[src/hw/rtl/sliding_window_peak_hold_top_defines.svh]
// Assertion macros shared by the peak-hold block.
`ifndef SLIDING_WINDOW_PEAK_HOLD_TOP_DEFINES_SVH
`define SLIDING_WINDOW_PEAK_HOLD_TOP_DEFINES_SVH

// Antecedent and consequent in the same cycle.
`define SWPH_ASSERT_SAME(lbl, ante, cons, msg) \
  lbl: assert property (@(posedge clk) disable iff (!rst_n) (ante) |-> (cons)) else $error(msg);

// Consequent in the cycle after the antecedent.
`define SWPH_ASSERT_NEXT(lbl, ante, cons, msg) \
  lbl: assert property (@(posedge clk) disable iff (!rst_n) (ante) |=> (cons)) else $error(msg);

`endif

[src/hw/rtl/swph_pkg.sv]
package swph_pkg;

  // Store depth and sample width.
  localparam int DEPTH       = 4096;
  localparam int SAMPLE_BITS = 24;
  localparam int HOLD_W      = 12;
  localparam int IDX_W       = $clog2(DEPTH);
  localparam int TDATA_W     = ((SAMPLE_BITS + 7) / 8) * 8;
  localparam int CMP_W       = (HOLD_W > IDX_W) ? HOLD_W : IDX_W;

  typedef logic signed [SAMPLE_BITS-1:0] sample_t;
  typedef logic [IDX_W-1:0]              idx_t;
  typedef logic [HOLD_W-1:0]             hold_t;

  // One RAM access: write port and read address.
  typedef struct packed {
    logic    we;
    idx_t    waddr;
    sample_t wdata;
    idx_t    raddr;
  } ram_req_t;

  // Status seen by the top level.
  typedef struct packed {
    logic busy;
    logic queue_empty;
  } ctrl_status_t;

endpackage

[src/hw/rtl/swph_ctrl.sv]
module swph_ctrl (
  input  logic                    clk,
  input  logic                    rst_n,
  input  logic                    cfg_we,
  input  swph_pkg::hold_t         cfg_hold,
  input  logic                    in_take,
  input  swph_pkg::sample_t       in_sample,
  output logic                    idle,
  output swph_pkg::ram_req_t      hist_req,
  input  swph_pkg::sample_t       hist_rdata,
  output swph_pkg::ram_req_t      cand_req,
  input  swph_pkg::sample_t       cand_rdata,
  output logic                    res_valid,
  output swph_pkg::sample_t       res_peak,
  input  logic                    res_ready,
  output swph_pkg::ctrl_status_t  status
);
  import swph_pkg::*;

  localparam logic [2:0] S_IDLE     = 3'd0;
  localparam logic [2:0] S_FRONT    = 3'd1;
  localparam logic [2:0] S_BACK_RD  = 3'd2;
  localparam logic [2:0] S_BACK_CMP = 3'd3;
  localparam logic [2:0] S_PUSH     = 3'd4;
  localparam logic [2:0] S_OUT      = 3'd5;

  logic [2:0] state_r, state_nxt;
  hold_t      hold_r, hold_nxt;
  sample_t    x_r, x_nxt;
  idx_t       w_r, w_nxt;
  idx_t       head_r, head_nxt;
  idx_t       tail_r, tail_nxt;
  idx_t       filled_r, filled_nxt;
  logic       was_empty_r, was_empty_nxt;
  idx_t       len;
  logic [CMP_W-1:0] hold_ext;

  // Effective window length: zero acts as one, capped below the store depth.
  always_comb begin
    hold_ext = CMP_W'(hold_r);
    if (hold_r == '0) begin
      len = idx_t'(1);
    end else if (hold_ext > CMP_W'(DEPTH - 1)) begin
      len = idx_t'(DEPTH - 1);
    end else begin
      len = idx_t'(hold_ext);
    end
  end

  // Sequencer: front check, back pops one compare at a time, push, result.
  always_comb begin
    state_nxt     = state_r;
    hold_nxt      = hold_r;
    x_nxt         = x_r;
    w_nxt         = w_r;
    head_nxt      = head_r;
    tail_nxt      = tail_r;
    filled_nxt    = filled_r;
    was_empty_nxt = was_empty_r;
    hist_req      = '{we: 1'b0, waddr: w_r, wdata: x_r, raddr: w_r - len};
    cand_req      = '{we: 1'b0, waddr: tail_r, wdata: x_r, raddr: head_r};
    res_valid     = 1'b0;
    res_peak      = was_empty_r ? x_r : cand_rdata;
    unique case (state_r)
      S_IDLE: begin
        if (cfg_we) begin
          hold_nxt   = cfg_hold;
          w_nxt      = '0;
          head_nxt   = '0;
          tail_nxt   = '0;
          filled_nxt = '0;
        end else if (in_take) begin
          x_nxt = in_sample;
          if (filled_r >= len && head_r != tail_r) begin
            state_nxt = S_FRONT;
          end else begin
            state_nxt = S_BACK_RD;
          end
        end
      end
      S_FRONT: begin
        // The leaving sample retires the front candidate when they match.
        if (cand_rdata == hist_rdata) begin
          head_nxt = head_r + idx_t'(1);
        end
        state_nxt = S_BACK_RD;
      end
      S_BACK_RD: begin
        cand_req.raddr = tail_r - idx_t'(1);
        if (head_r == tail_r) begin
          state_nxt = S_PUSH;
        end else begin
          state_nxt = S_BACK_CMP;
        end
      end
      S_BACK_CMP: begin
        if (cand_rdata < x_r) begin
          tail_nxt  = tail_r - idx_t'(1);
          state_nxt = S_BACK_RD;
        end else begin
          state_nxt = S_PUSH;
        end
      end
      S_PUSH: begin
        cand_req.we   = 1'b1;
        hist_req.we   = 1'b1;
        tail_nxt      = tail_r + idx_t'(1);
        w_nxt         = w_r + idx_t'(1);
        was_empty_nxt = (head_r == tail_r);
        if (filled_r < len) begin
          filled_nxt = filled_r + idx_t'(1);
        end
        state_nxt = S_OUT;
      end
      S_OUT: begin
        res_valid = 1'b1;
        if (res_ready) begin
          state_nxt = S_IDLE;
        end
      end
      default: begin
        state_nxt = S_IDLE;
      end
    endcase
  end

  // Control state.
  always_ff @(posedge clk) begin
    if (!rst_n) begin
      state_r  <= S_IDLE;
      hold_r   <= hold_t'(1);
      w_r      <= '0;
      head_r   <= '0;
      tail_r   <= '0;
      filled_r <= '0;
    end else begin
      state_r  <= state_nxt;
      hold_r   <= hold_nxt;
      w_r      <= w_nxt;
      head_r   <= head_nxt;
      tail_r   <= tail_nxt;
      filled_r <= filled_nxt;
    end
  end

  // Payload.
  always_ff @(posedge clk) begin
    x_r         <= x_nxt;
    was_empty_r <= was_empty_nxt;
  end

  assign idle               = (state_r == S_IDLE);
  assign status.busy        = (state_r != S_IDLE);
  assign status.queue_empty = (head_r == tail_r);

endmodule

[config.mk]
export PLATFORM = sky130hd
export DESIGN_NAME = swph_ctrl
export DESIGN_NICKNAME = d
export VERILOG_FILES = /design/src/hw/rtl/sliding_window_peak_hold_top_defines.svh /design/src/hw/rtl/swph_pkg.sv /design/src/hw/rtl/swph_ctrl.sv
export SDC_FILE = /design/constraint.sdc
export NUM_CORES = 1
export LEC_CHECK = 0
export BUFFER_PORTS_ARGS = -buffer_cell sky130_fd_sc_hd__buf_2
export CORE_MARGIN = 1
export CORE_UTILIZATION = 30
export CTS_BUF_LIST = sky130_fd_sc_hd__clkbuf_4 sky130_fd_sc_hd__clkbuf_8 sky130_fd_sc_hd__clkbuf_16
export DETAILED_ROUTE_END_ITERATION = 10
export PLACE_DENSITY_LB_ADDON = 0.08
export REMOVE_ABC_BUFFERS = 1
export SETUP_SLACK_MARGIN = 0.2
export SLEW_MARGIN = 15
export SYNTH_ARGS = -nofsm -noshare
export SYNTH_HDL_FRONTEND = slang
export SYNTH_SLANG_ARGS = --single-unit
export TNS_END_PERCENT = 10
[constraint.sdc]
create_clock -name clk -period 5.38 [get_ports clk]
set_input_delay 1.076 -clock clk [delete_from_list [all_inputs] [get_ports clk]]
set_output_delay 1.076 -clock clk [all_outputs]
set_load 0.02 [all_outputs]
# Word-level counts from Yosys, hierarchy flattened
# Index checks and enable logic that the tools add are counted.
[classes] n_addsub=6 n_lt_le_gt_ge=4 n_eq_ne=15 muxes=21 bitwise=1 reduce_logical=14
[ops] operator="2-to-1 mux 12 bit" n=7
[ops] operator="case mux 12 bit (2 select lines)" n=3
[ops] operator="adder 12 x 1 -> 12 bit (second input constant)" n=4
[ops] operator="case mux 12 bit (3 select lines)" n=1
[ops] operator="equality test 24 bit" n=1
[ops] operator="< comparator 24 bit" n=1
[ops] operator="2-to-1 mux 24 bit" n=1
[ops] operator="case mux 3 bit (6 select lines)" n=1
[ops] operator="2-to-1 mux 3 bit" n=5
[ops] operator="AND reduction 3 bit" n=5
[ops] operator="inequality test 2 bit (second input constant)" n=7
[ops] operator="equality test 12 bit" n=1
[ops] operator="greater-or-equal comparator 12 bit" n=1
[ops] operator="> comparator 12 bit (second input constant)" n=1
[ops] operator="zero test 12 bit" n=1
[ops] operator="< comparator 12 bit" n=1
[ops] operator="inequality test 12 bit" n=1
[ops] operator="subtractor 12 x 1 -> 12 bit (second input constant)" n=1
[ops] operator="subtractor 12 bit" n=1
[ops] operator="equality test 3 x 2 -> 1 bit (second input constant)" n=2
[ops] operator="equality test 3 bit (second input constant)" n=2
[ops] operator="nonzero test 3 bit" n=2
[ops] operator="AND reduction 2 bit" n=2
[ops] operator="nonzero test 2 bit" n=2
[ops] operator="6 further kinds" n=7
[totals] ff_bits=88 input_bits=89 out_inout_bits=126 word_cells=69

# Depth between registers and ports, before layout
[depth] ltp_word=9 depth_mapped=12 ltp_nobuf=12

# Worst setup path after synthesis
# OpenSTA, ideal clock, no wires.
[synth_path] path_type="register to output" startpoint="register tail_r[0]" endpoint="output cand_req[10] (netlist bit)" arrival_time_ns=2.436 path_slack_ns=1.868 path_stages_with_launch=10 cell_sequence="dfxtp_1 > buf_4 > inv_1 > ha_1 > nand2_2 > or3_4 > or3_4 > or3_1 > xor2_1 > o21ai_1"
[synth_lines] item="start, declared" line="swph_ctrl.sv:32" text="idx_t tail_r, tail_nxt;"
[synth_lines] item="start signal, assigned" line="swph_ctrl.sv:141" text="tail_r <= tail_nxt;"
[synth_lines] item="end, declared" line="swph_ctrl.sv:11" text="output swph_pkg::ram_req_t cand_req,"

==> run summary <==
The run finished with clean final reports. For this run, design rule violations remaining after detail routing come to 0. The number of placement rows is 53. The initial antenna violation count came out at 2. The stage delay of the slowest cell on the critical path came out at 0.33 ns.

The count of nets after finishing came out at 1,092. The detail-routed net length per standard cell came out at 16.8 um. The fill cell instance count of the final layout came out at 2,266. The arrival time of data at the critical path endpoint is 3.19 ns. The total of cells resized after clock tree synthesis is 0. The area enclosed by the die boundary is 0.0222 mm2. The clock skew after layout is 0.0130 ns. The CTS tree is done.

The sequential cell area fraction in the yosys report came out at 31.0%. In this run, post-CTS hold repair placed 0 buffers. The number of global-route vias before repair came out at 5,729. The footprint of the multi-input gates came out at 0.00394 mm2. The critical register-to-register path endpoint is tail_r[3]$_SDFFE_PN0P_. Summed over all layers, the global routing overflow is 0.

The boundary pin count came out at 215. Of the available clock period, the critical path in the final layout requires 79.4%. STA classifies the critical path endpoint as a primary output. The die outline width came out at 149 um. Counting flops with a built-in enable in the synthesized netlist gives 25.

Using the TritonRoute via totals, the vias-per-cell ratio works out to 4.94. In this design, the critical path's most frequently occurring cell is o21ai_0. The warning count from the yosys run is 0. The hold violation total from the final report is 0. The library cell occupying the most area in the post-synthesis netlist is dfxtp_1.

Setup repair after global routing left no endpoint under its margin. Total power for the finished layout comes to 2.45 mW. The latest clock arrival within the worst-skew pair came out at 0.35 ns.

The synthesized instance count is 784. Yosys attributes the largest share of cell area to dfxtp_1, edfxtp_1, ha_1. The worst setup path is launched from a flop. The count of routing violations after the opening detailed-route iteration is 302. The final weighted congestion in routability-driven placement came out at 0.814. Once routing completed, OpenROAD measured the worst setup slack at 1.11 ns. The routed layout has 6,090 vias.

The cell area power density is 310 mW/mm2. The synthesized area per cell came out at 8.27 um2. Clock tree synthesis selected as its root buffer the cell clkbuf_16. The synthesized netlist occupies a cell area of 0.00648 mm2. Data on the critical path is required at its endpoint by 4.30 ns. The number of max-slew violations in the final report came to 0. In this run the worst setup path terminates at hist_req[10]. Headroom to the max-slew limit came out at 23.3%. The maximum resistive drop on vdd came out at 135 uV. The count of port buffers added during placement came out at 214.

The effective utilization at floorplan came out at 30.7%. The number of iterations in the first detailed-routing pass is 4. The area share of the leading cell type in the synthesized netlist is 19.5%.

The number of clock buffers inserted by TritonCTS is 9. Timing would allow up to 234 MHz. The number of setup buffers added after CTS came out at 0. The placed instance area is 0.00759 mm2. The commonest register cell after synthesis is dfxtp_1.

Entering global routing, the biggest net connects 38 pins. The share of flip-flops with an asynchronous set or reset is 0%. Wires add up to 20,700 um. The slack of the worst reg-to-reg path is 2.44 ns. The final critical-path required period came out at 4.27 ns. The most common cell in the synthesized netlist is nand2_1. The kind of critical path is flop to primary output.

The static leakage came out at 3.56 nW. Walking the worst path, the cells encountered are nor4_1, a31o_2, ha_1, fa_1, nor2b_1, o21ai_0, a21boi_1, o21ai_0, nand2b_1, a31oi_1, nor3_1, a311o_1, buf_2. The startpoint of the worst setup timing path is hold_ext[5]$_SDFFE_PN0P_. The clock drives 88 sinks. Final hold analysis gives a worst-case slack of 0.476 ns.

The area of all placed cells without fillers came out at 0.00790 mm2. At the placement stage, the worst setup path has a slack of 1.46 ns. The number of violations of the max-capacitance limit came out at 0.

The number of flip-flops and latches in the synthesized netlist came out at 88. The min-delay analysis places its worst path in the category flop to flop. The H-tree generated during clock tree synthesis spans 3 levels. Counting cells, the worst reg-to-reg path comes to 8. The core outline area is 0.0211 mm2.

The number of different library cells in the post-synthesis netlist came out at 66. The fraction of layout instances using a drive strength above 1 is 29.3%. The worst register-to-register path begins at state_r[1]$_SDFFE_PN0P_.

The overall global routing resource usage came out at 18.8%. The first global-routing pass estimated 31,700 um of wire. Counting along the longest clock path gives a buffer depth of 2. After legalization and detailed placement, the total HPWL measured 15,800 um. The setup TNS is 0 ns. The slowest stage of the critical path is the nor4_1 cell. Along the worst path, the maximum fanout reaches 3. The number of failing setup endpoints in the final timing report came out at 0. The layout-stage area growth over the synthesis result came out at 21.9%. In this run the remaining antenna-violating nets after routing total 0. The worst-margin pin slew came out at 1.15 ns. Summing all flip-flop and latch instances after layout gives 0.00201 mm2. The commonest cells after synthesis are nand2_1, dfxtp_1, nor2_1.

The clock edge transition at the registers on the reported setup and hold paths is 0.07 ns. The die is 149 um tall.
[per-stage QoR]
step	util [%]	std cells
3_3_place_gp	36.0	1215
4_1_cts	37.4	1231
2_1_floorplan	-	721
3_5_place_dp	36.0	1215
6_report	37.5	1232
5_1_grt	37.5	1232
[worst min path at each step]
stage / startpoint / cells past startpoint / to
final: hold_ext[9]$_SDFFE_PN0P_ / 2 / hold_ext[9]$_SDFFE_PN0P_
after global routing: hold_ext[10]$_SDFFE_PN0P_ / 2 / hold_ext[10]$_SDFFE_PN0P_
after global placement: hold_ext[0]$_SDFFE_PN1P_ / 2 / hold_ext[0]$_SDFFE_PN1P_
after detailed placement: hold_ext[0]$_SDFFE_PN1P_ / 2 / hold_ext[0]$_SDFFE_PN1P_
after CTS: hold_ext[0]$_SDFFE_PN1P_ / 2 / hold_ext[0]$_SDFFE_PN1P_
after floorplan: hold_ext[0]$_SDFFE_PN1P_ / 2 / hold_ext[0]$_SDFFE_PN1P_
[logic make-up (layout without fill, tap and decap cells)]
logic type / count (synthesis) / in the layout / share of synthesized area, %
AND/OR/NAND/NOR: 284 / 284 / 22.1
AO/OA/AOI/OAI: 156 / 156 / 15.2
buffers and inverters: 114 / 286 / 8.28
flip-flops: 88 / 88 / 31.0
XOR/XNOR: 63 / 63 / 8.51
adder cells (fa/ha/maj): 52 / 52 / 10.2
multiplexers: 27 / 27 / 4.65
other: 0 / 1 / 0
[layer usage]
layer | GRT usage (%) | part of all wire, %
met1 | 24.1 | 45
met2 | 32.1 | 49
met3 | 4.28 | 5.2
met4 | 3.42 | 0.88
met5 | 0 | 0
[worst max-delay path: cells and delay by family, from the launching register on]
kind	cells	cell delay (ns)
AO/OA/AOI/OAI	6	1.40
AND/OR/NAND/NOR	4	0.58
flip-flops	1	0.32
adder cells (fa/ha/maj)	2	0.39
buffers and inverters	1	0.16
[placed cells by master, fill, tap and decap left out, types with 9 or more instances in the layout]
| master | n |
|---|---|
| a21o_1 | 9 |
| a21oi_1 | 51 |
| a31oi_1 | 10 |
| and3_1 | 16 |
| buf_2 | 214 |
| clkbuf_16 | 9 |
| dfxtp_1 | 63 |
| edfxtp_1 | 25 |
| ha_1 | 51 |
| inv_1 | 50 |
| mux2_2 | 25 |
| nand2_1 | 84 |
| nand3_1 | 26 |
| nand4_1 | 25 |
| nor2_1 | 59 |
| nor3_1 | 16 |
| o211ai_1 | 9 |
| o21a_1 | 10 |
| o21ai_0 | 29 |
| or3_1 | 10 |
| xnor2_1 | 46 |
| xor2_1 | 17 |
[state kept, by name (all words and copies together) (netlist names)]
| name | cells |
|---|---|
| tail_r | 12 |
| x_r | 24 |
| filled_r | 12 |
| head_r | 12 |
| was_empty_r | 1 |
| state_r | 3 |
| w_r | 12 |
| hold_ext | 12 |
[area by class of cell]
class | count | share of cell area [%]
Inverter | 51 | 2.42
Sequential cell | 88 | 25.5
Clock buffer | 11 | 3.20
Multi-Input combinational cell | 582 | 49.8
Tap cell | 275 | 4.36
Clock inverter | 5 | 0.665
Timing Repair Buffer | 219 | 14.0
Antenna cell | 1 | 0.0317
[report_power, final]
group          switching, mW  internal (mW)  total (mW)
Sequential            0.0702          0.732       0.803
Clock                  0.282          0.385       0.666
Combinational          0.619          0.358       0.977
Total                  0.971           1.48        2.45
(Power assumes the default switching activity.)
